--- src/hw/rtl/cfd_pkg.sv ---
// Shared types and constants for the COBS frame decoder.
package cfd_pkg;

   localparam int BYTE_BITS          = 8;
   localparam int LIMIT_BITS         = 16;
   localparam int COUNT_OUT_BITS     = 16;
   localparam int COUNT_BITS_DEFAULT = 16;
   localparam int FIFO_DEPTH         = 4;
   localparam int CSR_ADDR_BITS      = 2;
   localparam int CSR_DATA_BITS      = 32;

   localparam logic [BYTE_BITS-1:0]     CODE_MAX          = 8'hFF;
   localparam logic [CSR_ADDR_BITS-1:0] ADDR_OUTPUT_LIMIT = 2'd0;

   typedef struct packed {
      logic [BYTE_BITS-1:0]      dec_byte;
      logic                      byte_valid;
      logic                      run_last;
      logic                      frame_end;
      logic [COUNT_OUT_BITS-1:0] decoded_count;
   } result_type;

   // Up to two results pushed per decoded item.
   typedef struct packed {
      logic       first;
      logic       second;
      result_type first_res;
      result_type second_res;
   } push_type;

endpackage

--- src/hw/rtl/cfd_if.sv ---
// Handshake channel interfaces for encoded input and decoded output items.
interface cfd_req_if;
   logic                          valid;
   logic                          ready;
   logic [cfd_pkg::BYTE_BITS-1:0] enc_byte;
   logic                          frame_last;

   modport source (output valid, output enc_byte, output frame_last, input ready);
   modport sink   (input valid, input enc_byte, input frame_last, output ready);
endinterface

interface cfd_rsp_if;
   logic                               valid;
   logic                               ready;
   logic [cfd_pkg::BYTE_BITS-1:0]      dec_byte;
   logic                               byte_valid;
   logic                               run_last;
   logic                               frame_end;
   logic [cfd_pkg::COUNT_OUT_BITS-1:0] decoded_count;

   modport source (output valid, output dec_byte, output byte_valid, output run_last,
                   output frame_end, output decoded_count, input ready);
   modport sink   (input valid, input dec_byte, input byte_valid, input run_last,
                   input frame_end, input decoded_count, output ready);
endinterface

--- src/hw/rtl/cfd_out_fifo.sv ---
// Result queue: takes one or two results per cycle, hands out one.
module cfd_out_fifo (
   input  logic                 clock,
   input  logic                 reset,
   input  cfd_pkg::push_type    push,
   output logic                 has_room,
   output logic                 out_valid,
   input  logic                 out_ready,
   output cfd_pkg::result_type  out_res
);

   localparam int PTR_BITS = $clog2(cfd_pkg::FIFO_DEPTH);
   localparam int CNT_BITS = $clog2(cfd_pkg::FIFO_DEPTH + 1);
   localparam logic [CNT_BITS-1:0] ROOM_MAX = CNT_BITS'(cfd_pkg::FIFO_DEPTH - 2);

   cfd_pkg::result_type       mem_ff [cfd_pkg::FIFO_DEPTH];
   logic [PTR_BITS-1:0]       wr_ptr_ff, wr_ptr_in;
   logic [PTR_BITS-1:0]       rd_ptr_ff, rd_ptr_in;
   logic [CNT_BITS-1:0]       count_ff, count_in;
   logic                      pop;
   logic [PTR_BITS-1:0]       wr_next;

   assign pop       = out_valid && out_ready;
   assign out_valid = (count_ff != '0);
   assign out_res   = mem_ff[rd_ptr_ff];
   assign has_room  = (count_ff <= ROOM_MAX);
   assign wr_next   = wr_ptr_ff + PTR_BITS'(1);

   always_comb begin
      wr_ptr_in = wr_ptr_ff + PTR_BITS'(push.first) + PTR_BITS'(push.second);
      rd_ptr_in = rd_ptr_ff + PTR_BITS'(pop);
      count_in  = count_ff + CNT_BITS'(push.first) + CNT_BITS'(push.second)
                  - CNT_BITS'(pop);
   end

   always_ff @(posedge clock) begin
      if (reset) begin
         wr_ptr_ff <= '0;
         rd_ptr_ff <= '0;
         count_ff  <= '0;
      end else begin
         wr_ptr_ff <= wr_ptr_in;
         rd_ptr_ff <= rd_ptr_in;
         count_ff  <= count_in;
      end
   end

   always_ff @(posedge clock) begin
      if (push.first) begin
         mem_ff[wr_ptr_ff] <= push.first_res;
      end
      if (push.second) begin
         mem_ff[wr_next] <= push.second_res;
      end
   end

endmodule

--- src/hw/rtl/cfd_decode_core.sv ---
// Decode stage: registered input byte, segment state, output limit and count logic.
module cfd_decode_core #(
   parameter int COUNT_BITS = cfd_pkg::COUNT_BITS_DEFAULT
) (
   input  logic                             clock,
   input  logic                             reset,
   input  logic                             in_valid,
   output logic                             in_ready,
   input  logic [cfd_pkg::BYTE_BITS-1:0]    enc_byte,
   input  logic                             frame_last,
   input  logic [cfd_pkg::LIMIT_BITS-1:0]   output_limit,
   input  logic                             has_room,
   output cfd_pkg::push_type                push
);

   localparam int CMP_BITS = (COUNT_BITS > cfd_pkg::LIMIT_BITS) ?
                             COUNT_BITS : cfd_pkg::LIMIT_BITS;
   localparam logic [CMP_BITS-1:0] OUT_MAX =
      CMP_BITS'({cfd_pkg::COUNT_OUT_BITS{1'b1}});

   // input stage
   logic                          stage_valid_ff, stage_valid_in;
   logic [cfd_pkg::BYTE_BITS-1:0] stage_byte_ff;
   logic                          stage_last_ff;
   logic                          fire;

   // decoder state
   logic [cfd_pkg::BYTE_BITS-1:0] bytes_left_ff, bytes_left_in;
   logic                          code_was_max_ff, code_was_max_in;
   logic [COUNT_BITS-1:0]         out_count_ff, out_count_in;
   logic                          output_full_ff, output_full_in;

   logic [COUNT_BITS-1:0]         cnt1, cnt2;
   logic                          hit0, hit1, hit2;
   logic                          try1, try2, emit1, emit2;
   logic                          is_code;
   logic [cfd_pkg::BYTE_BITS-1:0] left_dec;

   function automatic logic [COUNT_BITS-1:0] sat_inc(input logic [COUNT_BITS-1:0] c);
      return (c == '1) ? c : c + COUNT_BITS'(1);
   endfunction

   function automatic logic hit_at(input logic [COUNT_BITS-1:0] c,
                                   input logic [cfd_pkg::LIMIT_BITS-1:0] lim);
      return (lim != '0) && (CMP_BITS'(c) >= CMP_BITS'(lim));
   endfunction

   function automatic logic [cfd_pkg::COUNT_OUT_BITS-1:0] clamp_count(
      input logic [COUNT_BITS-1:0] c);
      logic [CMP_BITS-1:0] w;
      w = CMP_BITS'(c);
      return (w > OUT_MAX) ? '1 : w[cfd_pkg::COUNT_OUT_BITS-1:0];
   endfunction

   assign fire     = stage_valid_ff && has_room;
   assign in_ready = !stage_valid_ff || fire;

   always_comb begin
      stage_valid_in = stage_valid_ff;
      if (in_valid && in_ready) begin
         stage_valid_in = 1'b1;
      end else if (fire) begin
         stage_valid_in = 1'b0;
      end
   end

   always_ff @(posedge clock) begin
      if (reset) begin
         stage_valid_ff <= 1'b0;
      end else begin
         stage_valid_ff <= stage_valid_in;
      end
   end

   always_ff @(posedge clock) begin
      if (in_valid && in_ready) begin
         stage_byte_ff <= enc_byte;
         stage_last_ff <= frame_last;
      end
   end

   // Emission chain: first and second byte attempts against the limit.
   always_comb begin
      is_code  = (bytes_left_ff == '0);
      left_dec = bytes_left_ff - cfd_pkg::BYTE_BITS'(1);
      cnt1     = sat_inc(out_count_ff);
      cnt2     = sat_inc(cnt1);
      hit0     = hit_at(out_count_ff, output_limit);
      hit1     = hit_at(cnt1, output_limit);
      hit2     = hit_at(cnt2, output_limit);

      if (is_code) begin
         try1 = (stage_byte_ff <= cfd_pkg::BYTE_BITS'(1)) ||
                (stage_last_ff && (stage_byte_ff != cfd_pkg::CODE_MAX));
         try2 = 1'b0;
      end else begin
         try1 = 1'b1;
         try2 = !code_was_max_ff && ((left_dec == '0) || stage_last_ff);
      end
      try1  = try1 && !output_full_ff;
      emit1 = try1 && !hit0;
      emit2 = emit1 && try2 && !hit1;

      bytes_left_in   = bytes_left_ff;
      code_was_max_in = code_was_max_ff;
      out_count_in    = out_count_ff;
      output_full_in  = output_full_ff;

      if (!output_full_ff) begin
         if (is_code) begin
            code_was_max_in = (stage_byte_ff == cfd_pkg::CODE_MAX);
            bytes_left_in   = (stage_byte_ff <= cfd_pkg::BYTE_BITS'(1)) ?
                              '0 : stage_byte_ff - cfd_pkg::BYTE_BITS'(1);
         end else begin
            bytes_left_in = left_dec;
         end
         if (try1) begin
            output_full_in = hit0 || hit1;
         end
         if (emit1 && try2) begin
            output_full_in = hit1 || hit2;
         end
         if (emit2) begin
            out_count_in = cnt2;
         end else if (emit1) begin
            out_count_in = cnt1;
         end
      end

      if (stage_last_ff) begin
         bytes_left_in   = '0;
         code_was_max_in = 1'b0;
         out_count_in    = '0;
         output_full_in  = 1'b0;
      end
   end

   always_ff @(posedge clock) begin
      if (reset) begin
         bytes_left_ff   <= '0;
         code_was_max_ff <= 1'b0;
         out_count_ff    <= '0;
         output_full_ff  <= 1'b0;
      end else if (fire) begin
         bytes_left_ff   <= bytes_left_in;
         code_was_max_ff <= code_was_max_in;
         out_count_ff    <= out_count_in;
         output_full_ff  <= output_full_in;
      end
   end

   // With two bytes the first count is taken one below the final count,
   // also when the counter has saturated.
   always_comb begin
      push.first  = fire;
      push.second = fire && emit2;

      push.first_res.dec_byte   = (emit1 && !is_code) ? stage_byte_ff : '0;
      push.first_res.byte_valid = emit1;
      push.first_res.run_last   = !emit2;
      push.first_res.frame_end  = stage_last_ff && !emit2;
      if (emit2) begin
         push.first_res.decoded_count = clamp_count(cnt2 - COUNT_BITS'(1));
      end else if (emit1) begin
         push.first_res.decoded_count = clamp_count(cnt1);
      end else begin
         push.first_res.decoded_count = clamp_count(out_count_ff);
      end

      push.second_res.dec_byte      = '0;
      push.second_res.byte_valid    = 1'b1;
      push.second_res.run_last      = 1'b1;
      push.second_res.frame_end     = stage_last_ff;
      push.second_res.decoded_count = clamp_count(cnt2);
   end

endmodule

--- src/hw/rtl/cobs_frame_decoder.sv ---
// Top level of the COBS frame decoder: channels, limit register, decode core, result queue.
// An accepted item is held in the input stage and decoded once the result queue has room;
// its results are registered in the result queue and offered on rsp_ch from there.
// Throughput: one item per cycle while items yield one result each and the queue has room;
// an item yielding two results needs an extra output slot, absorbed by the four-entry queue.
// Reset (synchronous, active high) clears the segment state, counters, queue and limit.
module cobs_frame_decoder #(
   parameter int COUNT_BITS = cfd_pkg::COUNT_BITS_DEFAULT
) (
   input  logic                                clock,
   input  logic                                reset,
   cfd_req_if.sink                             req_ch,
   cfd_rsp_if.source                           rsp_ch,
   input  logic                                psel,
   input  logic                                penable,
   input  logic                                pwrite,
   input  logic [cfd_pkg::CSR_ADDR_BITS-1:0]   paddr,
   input  logic [cfd_pkg::CSR_DATA_BITS-1:0]   pwdata,
   output logic [cfd_pkg::CSR_DATA_BITS-1:0]   prdata,
   output logic                                pready
);

   logic [cfd_pkg::LIMIT_BITS-1:0] output_limit_ff, output_limit_in;
   logic                           csr_write;
   logic                           has_room;
   cfd_pkg::push_type              push;
   cfd_pkg::result_type            out_res;

   assign pready    = 1'b1;
   assign csr_write = psel && penable && pwrite && pready &&
                      (paddr == cfd_pkg::ADDR_OUTPUT_LIMIT);
   assign prdata    = (paddr == cfd_pkg::ADDR_OUTPUT_LIMIT) ?
                      cfd_pkg::CSR_DATA_BITS'(output_limit_ff) : '0;

   always_comb begin
      output_limit_in = output_limit_ff;
      if (csr_write) begin
         output_limit_in = pwdata[cfd_pkg::LIMIT_BITS-1:0];
      end
   end

   always_ff @(posedge clock) begin
      if (reset) begin
         output_limit_ff <= '0;
      end else begin
         output_limit_ff <= output_limit_in;
      end
   end

   cfd_decode_core #(
      .COUNT_BITS (COUNT_BITS)
   ) u_core (
      .clock        (clock),
      .reset        (reset),
      .in_valid     (req_ch.valid),
      .in_ready     (req_ch.ready),
      .enc_byte     (req_ch.enc_byte),
      .frame_last   (req_ch.frame_last),
      .output_limit (output_limit_ff),
      .has_room     (has_room),
      .push         (push)
   );

   cfd_out_fifo u_fifo (
      .clock     (clock),
      .reset     (reset),
      .push      (push),
      .has_room  (has_room),
      .out_valid (rsp_ch.valid),
      .out_ready (rsp_ch.ready),
      .out_res   (out_res)
   );

   assign rsp_ch.dec_byte      = out_res.dec_byte;
   assign rsp_ch.byte_valid    = out_res.byte_valid;
   assign rsp_ch.run_last      = out_res.run_last;
   assign rsp_ch.frame_end     = out_res.frame_end;
   assign rsp_ch.decoded_count = out_res.decoded_count;

endmodule
--- src/flat_wrapper.sv ---
// flat-port wrapper written by rule: the top's interface ports become plain ports
module cobs_frame_decoder_flat 
#(
   parameter int COUNT_BITS = cfd_pkg::COUNT_BITS_DEFAULT
)
  (clock, reset, psel, penable, pwrite, paddr, pwdata, prdata, pready, req_ch_valid, req_ch_enc_byte, req_ch_frame_last, req_ch_ready, rsp_ch_valid, rsp_ch_dec_byte, rsp_ch_byte_valid, rsp_ch_run_last, rsp_ch_frame_end, rsp_ch_decoded_count, rsp_ch_ready);
  cfd_req_if req_ch_i ();
  cfd_rsp_if rsp_ch_i ();
  input  logic clock;
  input  logic reset;
  input  logic psel;
  input  logic penable;
  input  logic pwrite;
  input  logic [cfd_pkg::CSR_ADDR_BITS-1:0] paddr;
  input  logic [cfd_pkg::CSR_DATA_BITS-1:0] pwdata;
  output logic [cfd_pkg::CSR_DATA_BITS-1:0] prdata;
  output logic pready;
  input wire logic [$bits(req_ch_i.valid)-1:0] req_ch_valid;
  input wire logic [$bits(req_ch_i.enc_byte)-1:0] req_ch_enc_byte;
  input wire logic [$bits(req_ch_i.frame_last)-1:0] req_ch_frame_last;
  output wire logic [$bits(req_ch_i.ready)-1:0] req_ch_ready;
  output wire logic [$bits(rsp_ch_i.valid)-1:0] rsp_ch_valid;
  output wire logic [$bits(rsp_ch_i.dec_byte)-1:0] rsp_ch_dec_byte;
  output wire logic [$bits(rsp_ch_i.byte_valid)-1:0] rsp_ch_byte_valid;
  output wire logic [$bits(rsp_ch_i.run_last)-1:0] rsp_ch_run_last;
  output wire logic [$bits(rsp_ch_i.frame_end)-1:0] rsp_ch_frame_end;
  output wire logic [$bits(rsp_ch_i.decoded_count)-1:0] rsp_ch_decoded_count;
  input wire logic [$bits(rsp_ch_i.ready)-1:0] rsp_ch_ready;
  assign req_ch_i.valid = req_ch_valid;
  assign req_ch_i.enc_byte = req_ch_enc_byte;
  assign req_ch_i.frame_last = req_ch_frame_last;
  assign req_ch_ready = req_ch_i.ready;
  assign rsp_ch_valid = rsp_ch_i.valid;
  assign rsp_ch_dec_byte = rsp_ch_i.dec_byte;
  assign rsp_ch_byte_valid = rsp_ch_i.byte_valid;
  assign rsp_ch_run_last = rsp_ch_i.run_last;
  assign rsp_ch_frame_end = rsp_ch_i.frame_end;
  assign rsp_ch_decoded_count = rsp_ch_i.decoded_count;
  assign rsp_ch_i.ready = rsp_ch_ready;
  cobs_frame_decoder #(.COUNT_BITS(COUNT_BITS)) u_core (.clock(clock), .reset(reset), .req_ch(req_ch_i), .rsp_ch(rsp_ch_i), .psel(psel), .penable(penable), .pwrite(pwrite), .paddr(paddr), .pwdata(pwdata), .prdata(prdata), .pready(pready));
endmodule
--- config.mk ---
export PLATFORM = sky130hd
export DESIGN_NAME = cobs_frame_decoder_flat
export DESIGN_NICKNAME = d
export VERILOG_FILES = /design/src/hw/rtl/cfd_pkg.sv /design/src/hw/rtl/cfd_if.sv /design/src/hw/rtl/cfd_out_fifo.sv /design/src/hw/rtl/cfd_decode_core.sv /design/src/hw/rtl/cobs_frame_decoder.sv /design/src/flat_wrapper.sv
export SDC_FILE = /design/constraint.sdc
export NUM_CORES = 1
export LEC_CHECK = 0
export BUFFER_PORTS_ARGS = -buffer_cell sky130_fd_sc_hd__buf_2
export CORE_ASPECT_RATIO = 1.25
export CORE_MARGIN = 2
export CORE_UTILIZATION = 25
export DETAILED_ROUTE_END_ITERATION = 6
export HOLD_SLACK_MARGIN = 0.12
export PLACE_DENSITY = 0.39
export SLEW_MARGIN = 25
export SYNTH_ARGS = -nofsm -noshare
export SYNTH_HDL_FRONTEND = slang
export SYNTH_SLANG_ARGS = --single-unit
export TNS_END_PERCENT = 20
--- constraint.sdc ---
create_clock -name clock -period 13.6 [get_ports clock]
set_clock_uncertainty 0.2 [all_clocks]
set_input_delay 2.04 -clock clock [delete_from_list [all_inputs] [get_ports clock]]
set_output_delay 2.04 -clock clock [all_outputs]
set_load 0.02 [all_outputs]
==> results of run 1 <==
## through the flow
stage                     total power, W  cells
final                            0.00176   1879
after global routing             0.00187   1879
after CTS                        0.00178   1879
after detailed placement         0.00127   1847
after global placement           0.00127   1847
after floorplan                  0.00108   1282
## state kept, by name (all words and copies together) (netlist names)
signal and count:
u_core.u_core.stage_byte_ff 8, u_core.u_core.bytes_left_ff 8, u_core.u_fifo.count_ff 3, u_core.u_core.stage_last_ff 1
u_core.u_core.stage_valid_ff 1, u_core.u_core.output_full_ff 1, u_core.u_fifo.wr_ptr_ff 2, u_core.output_limit_ff 16
u_core.u_fifo.mem_ff 108, u_core.u_fifo.rd_ptr_ff 2, u_core.u_core.out_count_ff 16, u_core.u_core.code_was_max_ff 1
## path summary, 6_finish.rpt
path	end	slack [ns]	cells after the start	start
max	u_core.u_fifo.mem_ff[1][14]	5.69	23	u_core.u_core.out_count_ff[0]
min reg2reg	u_core.u_fifo.mem_ff[1][22]	0.26	2	u_core.u_fifo.mem_ff[1][22]
min	u_core.u_fifo.mem_ff[1][22]	0.26	2	u_core.u_fifo.mem_ff[1][22]
max reg2reg	u_core.u_fifo.mem_ff[1][14]	5.69	23	u_core.u_core.out_count_ff[0]
## synth_stat cells (15+ instances only)
cell | number | area [um2]
a22oi_1 | 16 | 120
nand4_1 | 17 | 106
nor2_1 | 101 | 379
ha_1 | 58 | 726
o211ai_1 | 17 | 128
inv_1 | 51 | 191
dfxtp_1 | 90 | 1800
xnor2_1 | 32 | 280
a21oi_1 | 113 | 566
nor4_1 | 15 | 93.8
mux4_2 | 27 | 608
nand2_1 | 157 | 589
clkbuf_1 | 79 | 297
buf_4 | 20 | 150
nand3_1 | 61 | 305
edfxtp_1 | 77 | 2310
nor3_1 | 39 | 195
o22ai_1 | 36 | 225
o21ai_0 | 37 | 185
## per-layer routing
layer | up-vias | wire (um)
met5 | - | 0
met4 | 0 | 894
met3 | 45 | 1570
met2 | 257 | 17900
met1 | 4545 | 16800
li1 | 4695 | -
## power by group through the flow
| stage | logic (W) | clock network, W | registers (W) |
|---|---|---|---|
| floorplan | 0.000448 | 0 | 0.000632 |
| global placement | 0.000602 | 0 | 0.000666 |
| detailed placement | 0.000608 | 0 | 0.000667 |
| CTS | 0.000610 | 0.000518 | 0.000656 |
| global route | 0.000665 | 0.000537 | 0.000665 |
| finish | 0.000600 | 0.000506 | 0.000655 |
## logic make-up (layout without fill, tap and decap cells)
kind of cell | after synthesis | after routing | synth area share, %
other cells | 2 | 17 | 0.0679
fa+ha+maj | 61 | 61 | 7.10
compound gates | 325 | 325 | 18.8
mux | 39 | 39 | 6.63
simple gates | 466 | 466 | 20.1
xor+xnor | 44 | 44 | 3.79
flops | 167 | 167 | 37.2
buf+inv | 163 | 188 | 6.31
## layout make-up
class	instances	area (um2)
clock inverter	14	150
tap	572	716
fill	4769	31400
clock buffer	18	439
multi-input combinational	952	6340
timing repair buffer	104	586
sequential	167	4120
inverter	52	195
## worst register-to-register path, cell delays in order (launching register included)
cell and delay (ns):
dfxtp_1 0.72, ha_1 0.55, nand3_1 0.36, nor4_2 0.37, buf_4 0.25, nand2_1 0.07
nand2_1 0.20, ha_1 0.41, nand2_1 0.09, o32ai_1 0.38, o21ai_1 0.23, nor3_1 0.28
buf_4 0.20, nand2_1 0.33, xnor2_1 0.64, ha_1 0.33, nand3_1 0.11, o21bai_1 0.18
o211ai_1 0.22, o2111ai_1 0.36, nor2_1 0.56, a41oi_1 0.19, a21oi_1 0.30, nor2_1 0.08
==> summary.md, run 1 <==
| Metric | Value |
|---|---|
| Critical Path Fanout Max | `16` |
| CTS H-tree lvls | `4` |
| Design Area, Final | `12500 um2` |
| Worst ir drop on vdd | `0.0000798 V` |
| Cts hold-fix bufs | `0` |
| Tcrit/Tclk final | `58.2%` |
| Distinct cell type count of the synthesized netlist | `79` |
| Layout area overhead | `13.3%` |
| Clock power share | `28.8%` |
| Routed WL | `37100 um` |
| Synthesized flop and latch total | `167` |
| Mapped Area | `11100 um2` |
| Post-DR vias/cell | `5.08` |
| Most common cell after layout, fill and taps aside | `nand2_1` |
| Outcome | `finished clean` |
| TritonCTS clock tree | `yes` |
| Clock slew at reported path FFs | `0.08 ns` |
| Met3 Track Usage GR | `2.20%` |
| Final number of hold-violating endpoints | `0` |
| First-pass GRT wire length | `57600 um` |
| Routed Antenna Nets | `0` |
| Fin crit period | `7.91 ns` |
| # clock sinks | `167` |
| DP Wirelength | `26900 um` |
| Final setup margin | `5.69 ns` |
| Global Route met1 Usage | `21.9%` |
| Die W | `192 um` |
| Most frequent cell on the critical path | `nand2_1` |
| Post-synth EDFFs | `77` |
| Pleak | `4.50 nW` |
| Post-layout util | `28.6%` |
| Critical path buffers and inverters | `2` |
| DRT iter0 DRCs | `648` |
| RSZ-0062 raised after global routing | `no` |
| Met2 GRT Util | `27.8%` |
| Clk buf depth | `2` |
| GR peak layer | `met2` |
| WL/cell | `19.8 um` |
| Max-Cap Viols | `0` |
| Initial antenna violation count | `0` |
| Seq pwr share | `37.2%` |
| Final GP Congestion | `0.824` |
| Share of synthesized registers carrying an async set or reset | `0%` |
| Hold WS | `0.255 ns` |
| DRC errors left | `0` |
| Boundary Pins | `112` |
| Layout cells sized above 1 | `15.1%` |
| Max incr delay on CP | `0.72 ns` |
| Main synth FF type | `dfxtp_1` |
| Worst path cell trace | `ha_1 -> nand3_1 -> nor4_2 -> buf_4 -> nand2_1 -> nand2_1 -> ha_1 -> nand2_1 -> o32ai_1 -> o21ai_1 -> nor3_1 -> buf_4 -> nand2_1 -> xnor2_1 -> ha_1 -> nand3_1 -> o21bai_1 -> o211ai_1 -> o2111ai_1 -> nor2_1 -> a41oi_1 -> a21oi_1 -> nor2_1` |
| Synth Warn # | `0` |
| Slowest CP cell | `dfxtp_1` |
| HP Class | `reg2reg` |
| Post-CTS sizing | `0` |
| Die area | `46000 um2` |
| Insertion delay to the later sink of the worst-skew pair | `0.45 ns` |
| Net Sw Power | `0.000673 W` |
| Seq/Total Area, Yosys | `37.2%` |
| Pre-CTS worst setup slack | `5.74 ns` |
| Initial Utilization | `25.2%` |
| P_int | `0.00109 W` |
| Worst setup SP type | `flip-flop` |
| Vias in the first global route | `9483` |
| Worst Tran Pin Value | `1.08 ns` |
| Average cell area after synthesis | `8.73 um2` |
| Total GRT Usage | `16.6%` |
| Via count | `9542` |
| Post-synthesis cell count | `1267` |
| Row cnt | `86` |
| Crit. End Element | `flip-flop` |
| Switching Fraction | `38.2%` |
| Top delay family on crit path | `simple AND/OR/NAND/NOR gates` |
| Setup TNS | `0 ns` |
| Pwr dens | `140 nW/um2` |
| Postcts setup bufs | `0` |
| Final-stage net count | `1405` |
| Clock Tree Root | `clkbuf_16` |
| Relative slew slack | `27.7%` |
| CP required | `13.57 ns` |
| Core area | `43900 um2` |
| Crit path kind | `reg2reg` |
| Die height | `239 um` |
| TritonCTS Buffers | `17` |
| Max Slew Vio Count | `0` |
| Ant. Diodes | `0` |
| Endpoints failing setup | `0` |
| Max Clock Freq | `126 MHz` |
| Placed cell areas | `11900 um2` |
| DRT Pass-1 Iters | `5` |
| Leading cell types in the layout, fill and taps excluded | `157 x nand2_1, 112 x a21oi_1, 99 x nor2_1, 88 x dfxtp_1, 78 x buf_2` |
| Largest net degree at the start of global routing | `55` |
| Remaining global-route overflow | `0` |
| Port-buffer cells | `78` |
| Gate power share | `34.1%` |
| CP arrival | `7.88 ns` |
(Power assumes the default switching activity.)
==> run 2: changes to the inputs <==
ABC_AREA = 1   (was not set)
clock period = 7.3 ns   (was 13.6 ns; I/O delays follow)
==> run 2 against run 1 <==
Worst setup slack worse by 3.4 ns. Sequential share of layout area shrank 0.59 points. Register-to-register slack got worse by 3.4 ns. Routed wire length is 3.2% higher. Clock power up 85%. Combinational power is 140% higher. Power rose by 100%. Final cell count grew 18%. Sequential power rose by 86%. Via count increased by 8.9%.
==> summary.md, run 2 <==
| Metric | Value |
|---|---|
| Endpoints failing setup | `0` |
| Average cell area after synthesis | `7.14 um2` |
| Worst Tran Pin Value | `0.977 ns` |
| Post-synthesis cell count | `1572` |
| Via count | `10395` |
| Worst setup SP type | `flip-flop` |
| Reg2reg start | `u_core.u_core.out_count_ff[0]` |
| Top reg by flops | `u_core.u_fifo.mem_ff` |
| Critical path buffers and inverters | `1` |
| Distinct cell type count of the synthesized netlist | `47` |
| Most common cell after layout, fill and taps aside | `nand2_1` |
| Top delay family on crit path | `simple AND/OR/NAND/NOR gates` |
| Worst setup path startpoint | `u_core.u_core.out_count_ff[0]` |
| Final-stage net count | `1742` |
| Critical Path Fanout Max | `8` |
| Pwr dens | `282 nW/um2` |
| Max Slew Vio Count | `0` |
| Worst ir drop on vdd | `0.000187 V` |
| Non-filler instance count after layout | `2216` |
| Die area | `46600 um2` |
| Cts hold-fix bufs | `0` |
| Max Clock Freq | `198 MHz` |
| Initial Utilization | `25.4%` |
| Share of synthesized registers carrying an async set or reset | `0%` |
| Hold_sp | `u_core.u_fifo.mem_ff[1][17]` |
| Total GRT Usage | `16.7%` |
| Clk buf depth | `2` |
| Main synth FF type | `dfxtp_1` |
| Row cnt | `86` |
| DRC errors left | `0` |
| Post-DR vias/cell | `4.69` |
| RSZ-0062 raised after global routing | `no` |
| Mapped Area | `11200 um2` |
| Placed cell count | `2184` |
| Largest area contributor in the netlist | `edfxtp_1` |
| TritonCTS clock tree | `yes` |
| Crit. End Element | `flip-flop` |
| Postcts setup bufs | `0` |
| Tcrit/Tclk final | `69.2%` |
| Clock Tree Root | `clkbuf_16` |
| Layout cells sized above 1 | `13.6%` |
| Synth area leaders | `edfxtp_1 21%, dfxtp_1 16%, nand2_1 14%` |
| Total design power | `0.00360 W` |
| Crit path kind | `reg2reg` |
| Post-synth EDFFs | `77` |
| Outcome | `finished clean` |
| HP Class | `reg2reg` |
| Final GP Congestion | `0.821` |
| Max reg flops | `108` |
| Die W | `194 um` |
| Post-CTS sizing | `0` |
| Relative slew slack | `34.8%` |
| CTS H-tree lvls | `4` |
| Fin crit period | `5.05 ns` |
| Worst path cell trace | `ha_1 -> nand2_1 -> nor2_4 -> nand2_4 -> nor2_1 -> nand3_1 -> nand2_1 -> ha_1 -> nand3_4 -> inv_2 -> nand2_2 -> nor2_4 -> nand3b_1 -> nand2_2 -> ha_1 -> nand4_2 -> xor2_1 -> o21ai_0 -> o22ai_1` |
| Clock slew at reported path FFs | `0.08 ns` |
| Most common cell in the netlist | `nand2_1` |
| DRT Pass-1 Iters | `5` |
| DRT iter0 DRCs | `625` |
| CP required | `7.28 ns` |
| Routed WL | `38300 um` |
| Slowest CP cell | `o21ai_0` |
| Final number of hold-violating endpoints | `0` |
| Layout area overhead | `13.8%` |
| Port-buffer cells | `78` |
| Synth top cells by count | `425 x nand2_1, 146 x nor2_1, 146 x o21ai_0` |
| Remaining global-route overflow | `0` |
| Top flop regs | `u_core.u_fifo.mem_ff: 108 flops, u_core.output_limit_ff: 16 flops, u_core.u_core.out_count_ff: 16 flops` |
| Seq/Total Area, Yosys | `36.7%` |
| Max incr delay on CP | `0.59 ns` |
| Synthesized flop and latch total | `167` |
| WL/cell | `17.3 um` |
| Ant. Diodes | `0` |
| Insertion delay to the later sink of the worst-skew pair | `0.47 ns` |
| Max-Cap Viols | `0` |
| Most frequent cell on the critical path | `ha_1` |
| Synth Warn # | `0` |
| Setup TNS | `0 ns` |
| DP Wirelength | `28100 um` |
| Vias in the first global route | `9919` |
| # clock sinks | `167` |
| Core area | `44200 um2` |
| CP arrival | `5.03 ns` |
| Leading cell types in the layout, fill and taps excluded | `424 x nand2_1, 146 x nor2_1, 146 x o21ai_0, 142 x inv_1, 109 x nand3_1` |
| Yosys top cell area share | `20.6%` |
| Pleak | `5.67 nW` |
| Boundary Pins | `112` |
| First-pass GRT wire length | `59100 um` |
| Die height | `241 um` |
| Largest net degree at the start of global routing | `57` |
| Routed Antenna Nets | `0` |
| TritonCTS Buffers | `17` |
| Initial antenna violation count | `0` |
## run 2: changes by cell type in the layout (fill, tap and decap cells not counted), sizes merged, moves of 13 or more
cell	previous run	this run
nand2	157	464
o21ai	42	165
inv	60	167
nor2	101	164
nand3	62	117
a21oi	114	67
nor3	40	11
xnor2	35	7
mux4	27	0
a22oi	16	0
a21o	14	0
nor4	18	4
or3	13	0
## run 2: stage by stage
stage / area [um2] / hold WS, ns / util (%) / worst slack, ns
floorplan: 11300 / 0.221 / - / 3.08
global placement: 12200 / 0.239 / 27.5 / 2.18
detailed placement: 12200 / 0.243 / 27.6 / 2.22
CTS: 12800 / 0.257 / 28.9 / 2.20
global route: 12800 / 0.267 / 28.9 / 1.79
finish: 12800 / 0.257 / 28.9 / 2.25
## run 2: report_power, final
part / total [W] / internal (W) / switching (W)
Clock: 0.000936 / 0.000485 / 0.000451
Sequential: 0.00122 / 0.00112 / 0.000105
Combinational: 0.00144 / 0.000433 / 0.00101
Total: 0.00360 / 0.00203 / 0.00156
## run 2: cell families after synthesis
| group | share of synthesized area (%) |
|---|---|
| XOR/XNOR | 2.10 |
| AND/OR/NAND/NOR | 31.2 |
| other | 0.0669 |
| AO/OA/AOI/OAI | 13.9 |
| adder cells (fa/ha/maj) | 7.00 |
| buffers and inverters | 9.08 |
| flip-flops | 36.7 |
## run 2: tightest hold or removal path: cells and delay by family (launching register included)
kind             cells  cell delay [ns]
AND/OR/NAND/NOR      2             0.10
flip-flops           1             0.31
## run 2: worst paths after layout
check	slack, ns	cells past startpoint	endpoint
hold reg to reg	0.26	2	u_core.u_fifo.mem_ff[1][17]
setup / recovery	2.25	19	u_core.u_fifo.mem_ff[2][4]
setup reg to reg	2.25	19	u_core.u_fifo.mem_ff[2][4]
hold / removal	0.26	2	u_core.u_fifo.mem_ff[1][17]
## run 2: layout make-up
type | count | area (um2)
clock buffers | 17 | 425
clock inverters | 15 | 160
fillers | 4845 | 31500
inverters | 160 | 603
multi-input cells | 1182 | 6160
flip-flops and latches | 167 | 4120
well taps | 572 | 716
repair buffers | 103 | 591
## run 2: metal layers
| layer | vias up | part of all wire [%] | GRT usage, % |
|---|---|---|---|
| met4 | 0 | 1.9 | 5.60 |
| met3 | 35 | 4.0 | 2.24 |
| li1 | 5302 | - | - |
| met1 | 4834 | 45 | 21.3 |
| met2 | 224 | 49 | 29.2 |
| met5 | - | 0 | 0 |
